**src/hdl/pbrw_pkg.sv**
```systemverilog
// ----------------------------------------------------------------------------
// pbrw_pkg
// Shared types and constants of the PE32+ base-relocation walker.
// ----------------------------------------------------------------------------
package pbrw_pkg;

	localparam int unsigned ADDR_W    = 6;
	localparam int unsigned DATA_W    = 64;
	localparam int unsigned OFS_BITS  = 12;
	localparam int unsigned Q_DEPTH   = 3;

	localparam logic [31:0] HDR_BYTES  = 32'd8;
	localparam logic [31:0] WORD_BYTES = 32'd8;
	localparam logic [3:0]  TYPE_ABS   = 4'd0;
	localparam logic [3:0]  TYPE_DIR64 = 4'd10;

	localparam logic OP_START = 1'b0;
	localparam logic OP_DATA  = 1'b1;

	localparam logic [2:0] REG_IMAGE_SIZE   = 3'd0;
	localparam logic [2:0] REG_RELOC_RVA    = 3'd1;
	localparam logic [2:0] REG_RELOC_SIZE   = 3'd2;
	localparam logic [2:0] REG_PREF_BASE    = 3'd3;
	localparam logic [2:0] REG_DEST_BASE    = 3'd4;

	typedef enum logic [1:0] {
		KIND_FIXUP       = 2'd0,
		KIND_OK          = 2'd1,
		KIND_COMPROMISED = 2'd2,
		KIND_UNSUPPORTED = 2'd3
	} kind_t;

	typedef enum logic [2:0] {
		PH_IDLE  = 3'd0,
		PH_HDR0  = 3'd1,
		PH_HDR1  = 3'd2,
		PH_HDR2  = 3'd3,
		PH_HDR3  = 3'd4,
		PH_ENTRY = 3'd5
	} phase_t;

	typedef struct packed {
		logic [31:0] image_size;
		logic [31:0] reloc_rva;
		logic [31:0] reloc_size;
		logic [63:0] preferred_base;
		logic [63:0] destination_base;
	} cfg_t;

	typedef struct packed {
		kind_t       kind;
		logic [31:0] fixup_rva;
		logic [63:0] adjust;
		logic        last;
	} res_t;

	// results of one walked item, handed to the output queue
	typedef struct packed {
		logic       push;
		logic [1:0] count;
		res_t       r0;
		res_t       r1;
	} push_t;

endpackage

```
**src/hdl/pbrw_if.sv**
```systemverilog
// ----------------------------------------------------------------------------
// pbrw_if
// Valid/ready channels: directory halfwords in, results out.
// ----------------------------------------------------------------------------
interface pbrw_dir_if;
	logic        valid;
	logic        ready;
	logic        opcode;
	logic [15:0] half_word;

	modport source (output valid, output opcode, output half_word, input ready);
	modport sink   (input valid, input opcode, input half_word, output ready);
endinterface

interface pbrw_res_if;
	logic               valid;
	logic               ready;
	pbrw_pkg::kind_t    kind;
	logic [31:0]        fixup_rva;
	logic [63:0]        adjust;
	logic               last;

	modport source (output valid, output kind, output fixup_rva, output adjust, output last,
		input ready);
	modport sink   (input valid, input kind, input fixup_rva, input adjust, input last,
		output ready);
endinterface

```
**src/hdl/pbrw_cfg_regs.sv**
```systemverilog
// ----------------------------------------------------------------------------
// pbrw_cfg_regs
// APB register file: image bounds, directory location and the two bases.
// ----------------------------------------------------------------------------
module pbrw_cfg_regs (
	input  logic                          clk,
	input  logic                          arst_n,
	input  logic                          psel,
	input  logic                          penable,
	input  logic                          pwrite,
	input  logic [pbrw_pkg::ADDR_W-1:0]   paddr,
	input  logic [pbrw_pkg::DATA_W-1:0]   pwdata,
	output logic [pbrw_pkg::DATA_W-1:0]   prdata,
	output logic                          pready,
	output pbrw_pkg::cfg_t                cfg
);

	pbrw_pkg::cfg_t cfg_q;
	logic           wr_en;
	logic [2:0]     reg_idx;

	assign pready  = 1'b1;
	assign wr_en   = psel && penable && pwrite;
	assign reg_idx = paddr[5:3];
	assign cfg     = cfg_q;

	always_ff @(posedge clk or negedge arst_n) begin
		if (!arst_n) begin
			cfg_q <= '0;
		end else if (wr_en) begin
			unique case (reg_idx)
				pbrw_pkg::REG_IMAGE_SIZE: cfg_q.image_size       <= pwdata[31:0];
				pbrw_pkg::REG_RELOC_RVA:  cfg_q.reloc_rva        <= pwdata[31:0];
				pbrw_pkg::REG_RELOC_SIZE: cfg_q.reloc_size       <= pwdata[31:0];
				pbrw_pkg::REG_PREF_BASE:  cfg_q.preferred_base   <= pwdata;
				pbrw_pkg::REG_DEST_BASE:  cfg_q.destination_base <= pwdata;
				default: ;
			endcase
		end
	end

	always_comb begin
		unique case (reg_idx)
			pbrw_pkg::REG_IMAGE_SIZE: prdata = {32'd0, cfg_q.image_size};
			pbrw_pkg::REG_RELOC_RVA:  prdata = {32'd0, cfg_q.reloc_rva};
			pbrw_pkg::REG_RELOC_SIZE: prdata = {32'd0, cfg_q.reloc_size};
			pbrw_pkg::REG_PREF_BASE:  prdata = cfg_q.preferred_base;
			pbrw_pkg::REG_DEST_BASE:  prdata = cfg_q.destination_base;
			default:                  prdata = '0;
		endcase
	end

endmodule

```
**src/hdl/pbrw_core.sv**
```systemverilog
// ----------------------------------------------------------------------------
// pbrw_core
// Input register and walk state machine; produces up to two results per item.
// ----------------------------------------------------------------------------
module pbrw_core (
	input  logic                  clk,
	input  logic                  arst_n,
	input  pbrw_pkg::cfg_t        cfg,
	pbrw_dir_if.sink              dir_data,
	input  logic                  room,
	output pbrw_pkg::push_t       push
);

	// input stage
	logic        valid_s1;
	logic        opcode_s1;
	logic [15:0] half_word_s1;
	logic        fire;

	// walk state
	pbrw_pkg::phase_t phase_q, phase_d;
	logic [31:0] dir_offset_q, dir_offset_d;
	logic [31:0] block_address_q, block_address_d;
	logic [15:0] blen_lo_q, blen_lo_d;
	logic [30:0] entries_left_q, entries_left_d;
	logic [63:0] delta_q, delta_d;

	logic [63:0] delta_new;
	logic        dir_in_range;
	logic [31:0] blen;
	logic        blen_bad;
	logic [31:0] off_after;
	logic [3:0]  etype;
	logic [31:0] rva;
	logic        rva_ok;
	logic        has_fix;
	pbrw_pkg::kind_t status;
	logic        emit_status;

	assign fire           = valid_s1 && room;
	assign dir_data.ready = !valid_s1 || fire;

	always_ff @(posedge clk or negedge arst_n) begin
		if (!arst_n) begin
			valid_s1 <= 1'b0;
		end else if (dir_data.ready) begin
			valid_s1 <= dir_data.valid;
		end
	end

	always_ff @(posedge clk) begin
		if (dir_data.ready && dir_data.valid) begin
			opcode_s1    <= dir_data.opcode;
			half_word_s1 <= dir_data.half_word;
		end
	end

	always_ff @(posedge clk or negedge arst_n) begin
		if (!arst_n) begin
			phase_q         <= pbrw_pkg::PH_IDLE;
			dir_offset_q    <= '0;
			block_address_q <= '0;
			blen_lo_q       <= '0;
			entries_left_q  <= '0;
			delta_q         <= '0;
		end else begin
			phase_q         <= phase_d;
			dir_offset_q    <= dir_offset_d;
			block_address_q <= block_address_d;
			blen_lo_q       <= blen_lo_d;
			entries_left_q  <= entries_left_d;
			delta_q         <= delta_d;
		end
	end

	assign delta_new    = cfg.destination_base - cfg.preferred_base;
	assign dir_in_range = (cfg.reloc_rva <= cfg.image_size) &&
		(cfg.reloc_size <= cfg.image_size - cfg.reloc_rva);
	assign blen         = {half_word_s1, blen_lo_q};
	assign blen_bad     = (blen < pbrw_pkg::HDR_BYTES) || (blen > dir_offset_q) || blen[0];
	assign off_after    = dir_offset_q - blen;
	assign etype        = half_word_s1[15:12];
	assign rva          = block_address_q + {20'd0, half_word_s1[pbrw_pkg::OFS_BITS-1:0]};
	assign rva_ok       = (rva <= cfg.image_size) &&
		(cfg.image_size - rva >= pbrw_pkg::WORD_BYTES);

	always_comb begin
		phase_d         = phase_q;
		dir_offset_d    = dir_offset_q;
		block_address_d = block_address_q;
		blen_lo_d       = blen_lo_q;
		entries_left_d  = entries_left_q;
		delta_d         = delta_q;
		push            = '0;
		push.push       = fire;
		has_fix         = 1'b0;
		status          = pbrw_pkg::KIND_OK;
		emit_status     = 1'b0;

		if (fire) begin
			if (opcode_s1 == pbrw_pkg::OP_START) begin
				phase_d     = pbrw_pkg::PH_IDLE;
				emit_status = 1'b1;
				if (cfg.reloc_size == '0) begin
					status = (cfg.preferred_base == cfg.destination_base) ?
						pbrw_pkg::KIND_OK : pbrw_pkg::KIND_UNSUPPORTED;
				end else if (!dir_in_range) begin
					status = pbrw_pkg::KIND_COMPROMISED;
				end else begin
					delta_d = delta_new;
					if (delta_new == '0) begin
						status = pbrw_pkg::KIND_OK;
					end else begin
						dir_offset_d = cfg.reloc_size;
						if (cfg.reloc_size < pbrw_pkg::HDR_BYTES) begin
							status = pbrw_pkg::KIND_COMPROMISED;
						end else begin
							emit_status = 1'b0;
							phase_d     = pbrw_pkg::PH_HDR0;
						end
					end
				end
			end else begin
				unique case (phase_q)
					pbrw_pkg::PH_HDR0: begin
						block_address_d = {16'd0, half_word_s1};
						phase_d         = pbrw_pkg::PH_HDR1;
					end
					pbrw_pkg::PH_HDR1: begin
						block_address_d = {half_word_s1, block_address_q[15:0]};
						phase_d         = pbrw_pkg::PH_HDR2;
					end
					pbrw_pkg::PH_HDR2: begin
						blen_lo_d = half_word_s1;
						phase_d   = pbrw_pkg::PH_HDR3;
					end
					pbrw_pkg::PH_HDR3: begin
						if (blen_bad) begin
							emit_status = 1'b1;
							status      = pbrw_pkg::KIND_COMPROMISED;
							phase_d     = pbrw_pkg::PH_IDLE;
						end else begin
							dir_offset_d   = off_after;
							entries_left_d = blen[31:1] - 31'd4;
							if (blen == pbrw_pkg::HDR_BYTES) begin
								// empty block: the next header is due now
								if (off_after == '0) begin
									emit_status = 1'b1;
									status      = pbrw_pkg::KIND_OK;
									phase_d     = pbrw_pkg::PH_IDLE;
								end else if (off_after < pbrw_pkg::HDR_BYTES) begin
									emit_status = 1'b1;
									status      = pbrw_pkg::KIND_COMPROMISED;
									phase_d     = pbrw_pkg::PH_IDLE;
								end else begin
									phase_d = pbrw_pkg::PH_HDR0;
								end
							end else begin
								phase_d = pbrw_pkg::PH_ENTRY;
							end
						end
					end
					pbrw_pkg::PH_ENTRY: begin
						if (etype != pbrw_pkg::TYPE_ABS && etype != pbrw_pkg::TYPE_DIR64) begin
							emit_status = 1'b1;
							status      = pbrw_pkg::KIND_UNSUPPORTED;
							phase_d     = pbrw_pkg::PH_IDLE;
						end else if (etype == pbrw_pkg::TYPE_DIR64 && !rva_ok) begin
							emit_status = 1'b1;
							status      = pbrw_pkg::KIND_COMPROMISED;
							phase_d     = pbrw_pkg::PH_IDLE;
						end else begin
							has_fix        = (etype == pbrw_pkg::TYPE_DIR64);
							entries_left_d = entries_left_q - 31'd1;
							if (entries_left_q == 31'd1) begin
								if (dir_offset_q == '0) begin
									emit_status = 1'b1;
									status      = pbrw_pkg::KIND_OK;
									phase_d     = pbrw_pkg::PH_IDLE;
								end else if (dir_offset_q < pbrw_pkg::HDR_BYTES) begin
									emit_status = 1'b1;
									status      = pbrw_pkg::KIND_COMPROMISED;
									phase_d     = pbrw_pkg::PH_IDLE;
								end else begin
									phase_d = pbrw_pkg::PH_HDR0;
								end
							end
						end
					end
					default: ;
				endcase
			end

			// fixup first, status after it; status is always the last result
			if (has_fix) begin
				push.r0.kind      = pbrw_pkg::KIND_FIXUP;
				push.r0.fixup_rva = rva;
				push.r0.adjust    = delta_q;
				push.r0.last      = !emit_status;
				if (emit_status) begin
					push.r1.kind = status;
					push.r1.last = 1'b1;
				end
			end else if (emit_status) begin
				push.r0.kind = status;
				push.r0.last = 1'b1;
			end
			push.count = {1'b0, has_fix} + {1'b0, emit_status};
		end
	end

endmodule

```
**src/hdl/pbrw_out_queue.sv**
```systemverilog
// ----------------------------------------------------------------------------
// pbrw_out_queue
// Three-slot shifting result queue; slot 0 drives the output channel.
// ----------------------------------------------------------------------------
module pbrw_out_queue (
	input  logic                  clk,
	input  logic                  arst_n,
	input  pbrw_pkg::push_t       push,
	output logic                  room,
	pbrw_res_if.source            result
);

	logic [1:0]      count_q, count_d;
	pbrw_pkg::res_t  slot_q [pbrw_pkg::Q_DEPTH];
	pbrw_pkg::res_t  slot_d [pbrw_pkg::Q_DEPTH];
	logic            pop;
	logic [1:0]      base;
	logic [1:0]      add;

	// room for two results regardless of what leaves this cycle
	assign room = (count_q <= 2'd1);

	assign result.valid     = (count_q != 2'd0);
	assign result.kind      = slot_q[0].kind;
	assign result.fixup_rva = slot_q[0].fixup_rva;
	assign result.adjust    = slot_q[0].adjust;
	assign result.last      = slot_q[0].last;

	assign pop  = result.valid && result.ready;
	assign base = count_q - {1'b0, pop};
	assign add  = push.push ? push.count : 2'd0;

	always_comb begin
		count_d = base + add;
		for (int i = 0; i < pbrw_pkg::Q_DEPTH; i++) begin
			if (pop && i < pbrw_pkg::Q_DEPTH - 1) begin
				slot_d[i] = slot_q[i+1];
			end else begin
				slot_d[i] = slot_q[i];
			end
			if (push.push && push.count != 2'd0 && 2'(i) == base) begin
				slot_d[i] = push.r0;
			end
			if (push.push && push.count == 2'd2 && 2'(i) == base + 2'd1) begin
				slot_d[i] = push.r1;
			end
		end
	end

	always_ff @(posedge clk or negedge arst_n) begin
		if (!arst_n) begin
			count_q <= 2'd0;
		end else begin
			count_q <= count_d;
		end
	end

	always_ff @(posedge clk) begin
		for (int i = 0; i < pbrw_pkg::Q_DEPTH; i++) begin
			slot_q[i] <= slot_d[i];
		end
	end

endmodule

```
**src/hdl/pe_base_relocation_walker.sv**
```systemverilog
// ----------------------------------------------------------------------------
// pe_base_relocation_walker
// Walks a PE32+ base-relocation directory and issues DIR64 fixup requests.
// ----------------------------------------------------------------------------
//
// Channel    Dir  Payload                          Transfer when
// dir_data   in   opcode, half_word                valid && ready
// result     out  kind, fixup_rva, adjust, last    valid && ready
// APB        in   image/dir bounds, both bases     psel && penable && pwrite
//
// One item per cycle while the result queue has room: an item is held in the
// input register, is decoded by the walk state machine and lands in a
// three-slot result queue. Result valid rises once the item's results are
// registered in the queue slots, after the input register.
// The queue takes a new item while it holds at most one result; an item that
// yields a fixup plus a status fills two slots and may stall input.
// Reset clears the walk state to idle and empties the queue.
//
// Results:
//   kind 0  fixup request: add adjust to the 64-bit word at fixup_rva
//   kind 1  run finished ok, kind 2 compromised data, kind 3 unsupported
//   last marks the final result caused by one input item
//
// Registers (APB, 64-bit data, 8-byte stride): image_size, reloc_rva,
// reloc_size, preferred_base, destination_base. image_size is read live
// while a run checks fixup addresses; the adjust is latched at start.
// ----------------------------------------------------------------------------
module pe_base_relocation_walker (
	input  logic                          clk,
	input  logic                          arst_n,
	input  logic                          psel,
	input  logic                          penable,
	input  logic                          pwrite,
	input  logic [pbrw_pkg::ADDR_W-1:0]   paddr,
	input  logic [pbrw_pkg::DATA_W-1:0]   pwdata,
	output logic [pbrw_pkg::DATA_W-1:0]   prdata,
	output logic                          pready,
	pbrw_dir_if.sink                      dir_data,
	pbrw_res_if.source                    result
);

	pbrw_pkg::cfg_t  cfg;
	pbrw_pkg::push_t push;
	logic            room;

	pbrw_cfg_regs u_cfg_regs (
		.clk     (clk),
		.arst_n  (arst_n),
		.psel    (psel),
		.penable (penable),
		.pwrite  (pwrite),
		.paddr   (paddr),
		.pwdata  (pwdata),
		.prdata  (prdata),
		.pready  (pready),
		.cfg     (cfg)
	);

	// halfword decode and walk state
	pbrw_core u_core (
		.clk      (clk),
		.arst_n   (arst_n),
		.cfg      (cfg),
		.dir_data (dir_data),
		.room     (room),
		.push     (push)
	);

	// results wait here until the consumer takes them
	pbrw_out_queue u_out_queue (
		.clk    (clk),
		.arst_n (arst_n),
		.push   (push),
		.room   (room),
		.result (result)
	);

endmodule

```
**src/flat_wrapper.sv**
```systemverilog
// flat-port wrapper written by rule: the top's interface ports become plain ports
module pe_base_relocation_walker_flat 
  (clk, arst_n, psel, penable, pwrite, paddr, pwdata, prdata, pready, dir_data_valid, dir_data_opcode, dir_data_half_word, dir_data_ready, result_valid, result_kind, result_fixup_rva, result_adjust, result_last, result_ready);
  pbrw_dir_if dir_data_i ();
  pbrw_res_if result_i ();
  input  logic clk;
  input  logic arst_n;
  input  logic psel;
  input  logic penable;
  input  logic pwrite;
  input  logic [pbrw_pkg::ADDR_W-1:0] paddr;
  input  logic [pbrw_pkg::DATA_W-1:0] pwdata;
  output logic [pbrw_pkg::DATA_W-1:0] prdata;
  output logic pready;
  input wire logic [$bits(dir_data_i.valid)-1:0] dir_data_valid;
  input wire logic [$bits(dir_data_i.opcode)-1:0] dir_data_opcode;
  input wire logic [$bits(dir_data_i.half_word)-1:0] dir_data_half_word;
  output wire logic [$bits(dir_data_i.ready)-1:0] dir_data_ready;
  output wire logic [$bits(result_i.valid)-1:0] result_valid;
  output wire logic [$bits(result_i.kind)-1:0] result_kind;
  output wire logic [$bits(result_i.fixup_rva)-1:0] result_fixup_rva;
  output wire logic [$bits(result_i.adjust)-1:0] result_adjust;
  output wire logic [$bits(result_i.last)-1:0] result_last;
  input wire logic [$bits(result_i.ready)-1:0] result_ready;
  assign dir_data_i.valid = dir_data_valid;
  assign dir_data_i.opcode = dir_data_opcode;
  assign dir_data_i.half_word = dir_data_half_word;
  assign dir_data_ready = dir_data_i.ready;
  assign result_valid = result_i.valid;
  assign result_kind = result_i.kind;
  assign result_fixup_rva = result_i.fixup_rva;
  assign result_adjust = result_i.adjust;
  assign result_last = result_i.last;
  assign result_i.ready = result_ready;
  pe_base_relocation_walker u_core (.clk(clk), .arst_n(arst_n), .psel(psel), .penable(penable), .pwrite(pwrite), .paddr(paddr), .pwdata(pwdata), .prdata(prdata), .pready(pready), .dir_data(dir_data_i), .result(result_i));
endmodule
```
**config.mk**
```make
export PLATFORM = sky130hd
export DESIGN_NAME = pe_base_relocation_walker_flat
export DESIGN_NICKNAME = d
export VERILOG_FILES = /design/src/hdl/pbrw_pkg.sv /design/src/hdl/pbrw_if.sv /design/src/hdl/pbrw_cfg_regs.sv /design/src/hdl/pbrw_core.sv /design/src/hdl/pbrw_out_queue.sv /design/src/hdl/pe_base_relocation_walker.sv /design/src/flat_wrapper.sv
export SDC_FILE = /design/constraint.sdc
export NUM_CORES = 2
export LEC_CHECK = 0
export CAP_MARGIN = 20
export CORE_ASPECT_RATIO = 0.7
export CORE_MARGIN = 1
export CORE_UTILIZATION = 40
export DETAILED_ROUTE_END_ITERATION = 6
export DONT_BUFFER_PORTS = 1
export PLACE_DENSITY = 0.51
export SLEW_MARGIN = 40
export SYNTH_ARGS = -nofsm -noshare
export SYNTH_HDL_FRONTEND = slang
export SYNTH_SLANG_ARGS = --single-unit
```
**constraint.sdc**
```tcl
create_clock -name clk -period 14.48 [get_ports clk]
set_input_delay 0.724 -clock clk [delete_from_list [all_inputs] [get_ports clk]]
set_output_delay 0.724 -clock clk [all_outputs]
set_load 0.02 [all_outputs]
```
==> qor.csv <==
metric,value,unit
yosysUniqueCellTypes,102,
area_growth,7.720,%
crit_slowest_cell,nor4_1,
holdWs,0.1224,ns
gp_congestion,0.9638,
worst_setup_path_start_kind,flop,
cp_common_cell,ha_1,
first_pass_iters,5,
place_worst_setup_slack,4.502,ns
die_h,282.5,microns
worstPathMaxFanout,58,
relSlewSlack,35.27,%
finalNetCount,5334,
die_w,402.7,microns
cts_setup_buffers,0,
grt_pass1_vias,35970,
fmax,98.19,MHz
dp_hpwl,121500,microns
first_iter_violations,4163,
cts_root_buf,clkbuf_16,
drc,0,
worstPathRequired,14.99,ns
ir_drop,0.1013,mV
ant_nets,0,
numPortBuffers,0,
grt_usage,28.99,%
grt_pass1_wl,248400,microns
core_area,111000,sq um
cp-end-kind,flop,
min_from,dir_data_half_word[14],
worstMarginPinSlew,0.9620,ns
setup_viol,0,
timing.final.crit_period,10.18,ns
timing.final.crit_share,70.33,%
maxSlewViolCount,0,
finalHoldViolCount,0,
grt_max_degree,406,
placed_area,45340,sq um
wl_per_cell,25.76,microns
initial_core_util,40.49,%
dieArea,113800,sq um
cts.clk_slew.worst_paths,0.06,ns
antenna_found_initial,18,
slowest_delay,0.86,ns
avgSynthCellArea,8.453,sq um
crit_path_start,u_core.u_cfg_regs.cfg[192]$_DFFE_PN0P_,
syn_inst,5319,
fin_skew,0.03515,ns
rsz0062_at_grt,false,
cap_violations,0,
cts_made_buffers,80,
wl,168900,microns
min_path_type,input pin to flop,
fin_setup_tns,0,ns
fin_ws,4.296,ns
num_io_pins,260,
ys_seq_area_share,37.10,%
final_layout_size_suffix_gt1_share,10.62,%
std_cell_rows,102,
outcome,completed,
synth_edf_count,26,
cp.arrival,10.69,ns
stdcell_area,48430,sq um
htree_levels,3,
cts_tree,built,
vias,39670,
p_leak,0.01981,uW
vias_per_cell,6.053,
yosys_warnings,0,
yosys_register_bits,719,
synth_flop_cell,dfrtp_1,
worstSetupPathType,flop to flop,
grt-ovfl-total,0,
cts_buffer_depth,3,
synth.cell_area,44960,sq um
cts.sinks,719,
cts.repair.resized,0,
clk_latency,0.70,ns
async_flop_share,56.33,%
powerDensity,222.7,nW/um^2
rr_startpoint,u_core.u_cfg_regs.cfg[192]$_DFFE_PN0P_,
syn-num-nets,5627,
## what timing repair did
action                                 in CTS  in global routing
setup endpoints to repair                   0                  0
hold buffers                                1                  1
endpoints found under the hold margin     405                 32
## routing by layer
| metal | wire [microns] | up-vias | GRT usage (%) | share of wire [%] |
|---|---|---|---|---|
| met1 | 84090 | 19560 | 45.97 | 50 |
| li1 | - | 18450 | - | - |
| met3 | 17970 | 163 | 8.645 | 11 |
| met2 | 63860 | 1491 | 37.67 | 38 |
| met4 | 2900 | 6 | 5.109 | 1.7 |
| met5 | 41 | - | 0 | 0.024 |
## cell type report
class	count	area, sq um
antenna	5	12.51
clock buffer	109	2325
clock inverter	40	556.8
fill	11030	62600
inverter	204	773.2
multi-input combinational	3972	25760
sequential	719	16680
tap	1456	1822
timing repair buffer	49	500.5
## cells in the final DEF (no fill, tap or decap), drive strengths merged, types with 47 or more instances in the layout
master  synthesis  final
mux2          239    239
o31ai          57     57
buf           150     47
dfrtp         405    405
nand2         855    855
nor3           83     83
nand2b         50     50
o21ai         431    431
ha            210    210
inv           202    206
nand4          73     73
nor4           53     53
nand3         167    167
a21o           79     79
dfxtp         288    288
mux2i          49     49
a21oi         254    254
and3          194    194
a22oi          72     72
clkbuf        274    110
xor2           47     47
xnor2          99     99
nor2          267    267
a211oi        221    221
## worst max-delay path, delay by kind of cell (launching register included)
kind | cells | cell delay [ns]
AOI/OAI and AO/OA | 11 | 2.49
adders and majority gates | 4 | 1.37
and+or+nand+nor | 14 | 4.09
buffers and inverters | 4 | 1.56
DFF | 1 | 0.38
## stage by stage
stage / utilization, % / total power (uW) / std cells
floorplan: - / 6768 / 5319
global placement: 40.65 / 8282 / 6393
detailed placement: 40.84 / 8334 / 6393
CTS: 43.46 / 10680 / 6543
global route: 43.61 / 11430 / 6551
finish: 43.62 / 10780 / 6554
## flip-flops by register name, summed over array words and instances, names as in the netlist
register                       flops
u_core.u_out_queue.slot_q        297
u_core.u_cfg_regs.cfg            224
u_core.u_core.delta_q             64
u_core.u_core.block_address_q     32
u_core.u_core.dir_offset_q        32
u_core.u_core.entries_left_q      31
u_core.u_core.blen_lo_q           16
u_core.u_core.half_word_s1        16
u_core.u_core.phase_q              3
u_core.u_out_queue.count_q         2
u_core.u_core.opcode_s1            1
u_core.u_core.valid_s1             1
## logic make-up after synthesis
kind of cell,count (synthesis),synth area share [%]
AO/OA/AOI/OAI,1410,20.28
XOR/XNOR,146,2.844
adder cells (fa/ha/maj),214,6.022
buffers and inverters,628,6.362
flip-flops,719,37.10
multiplexers,288,7.302
other,1,0.008341
AND/OR/NAND/NOR,1913,20.08
## worst paths after layout
kind,to,slack (ns),depth (start not counted)
max,u_core.u_out_queue.slot_q[0][32]$_SDFFE_PP0P_,4.30,33
min,u_core.u_core.half_word_s1[14]$_DFFE_PP_,0.12,0
max reg2reg,u_core.u_out_queue.slot_q[0][32]$_SDFFE_PP0P_,4.30,33
min reg2reg,u_core.u_out_queue.slot_q[0][280]$_SDFFE_PP0P_,0.45,2
max in group asynchronous,u_core.u_cfg_regs.cfg[115]$_DFFE_PN0P_,12.53,4
min in group asynchronous,u_core.u_core.dir_offset_q[7]$_DFFE_PN0P_,0.53,2
## power by group
part	switching (uW)	internal (uW)
logic	3350	1960
clock network	961	1300
registers	643	2570
## synthesized netlist by cell type (all sizes together) (12+ instances only)
cell     count  area, sq um
dfxtp      288         5766
o211ai      30        225.2
edfxtp      26        780.8
inv        202        758.2
o21bai      19        142.6
or4         12        93.84
nand2      855         3212
a21o        79        593.1
clkbuf     274         1028
a21oi      254         1313
nor3b       14        105.1
nand3      167        835.8
a31oi       24        150.1
o21ai      431         2187
mux2i       49        490.5
xor2        47        411.6
o22ai       44        275.3
nor3        83        415.4
xnor2       99        867.1
and4        15        133.9
or2         20        125.1
buf        150         1066
a2111oi     13        151.4
and2        21        131.4
a211o       13        113.9
dfrtp      405        10130
a211oi     221         1674
nand2b      50        312.8
a22oi       72        540.5
o21a        45        339.1
ha         210         2628
nor2       267         1002
nor2b       33        214.0
nand4       73        456.7
nor4        53        352.8
o31ai       57        432.9
or3         28        175.2
and3       194         1214
mux2       239         2793
(Power assumes the default switching activity.)
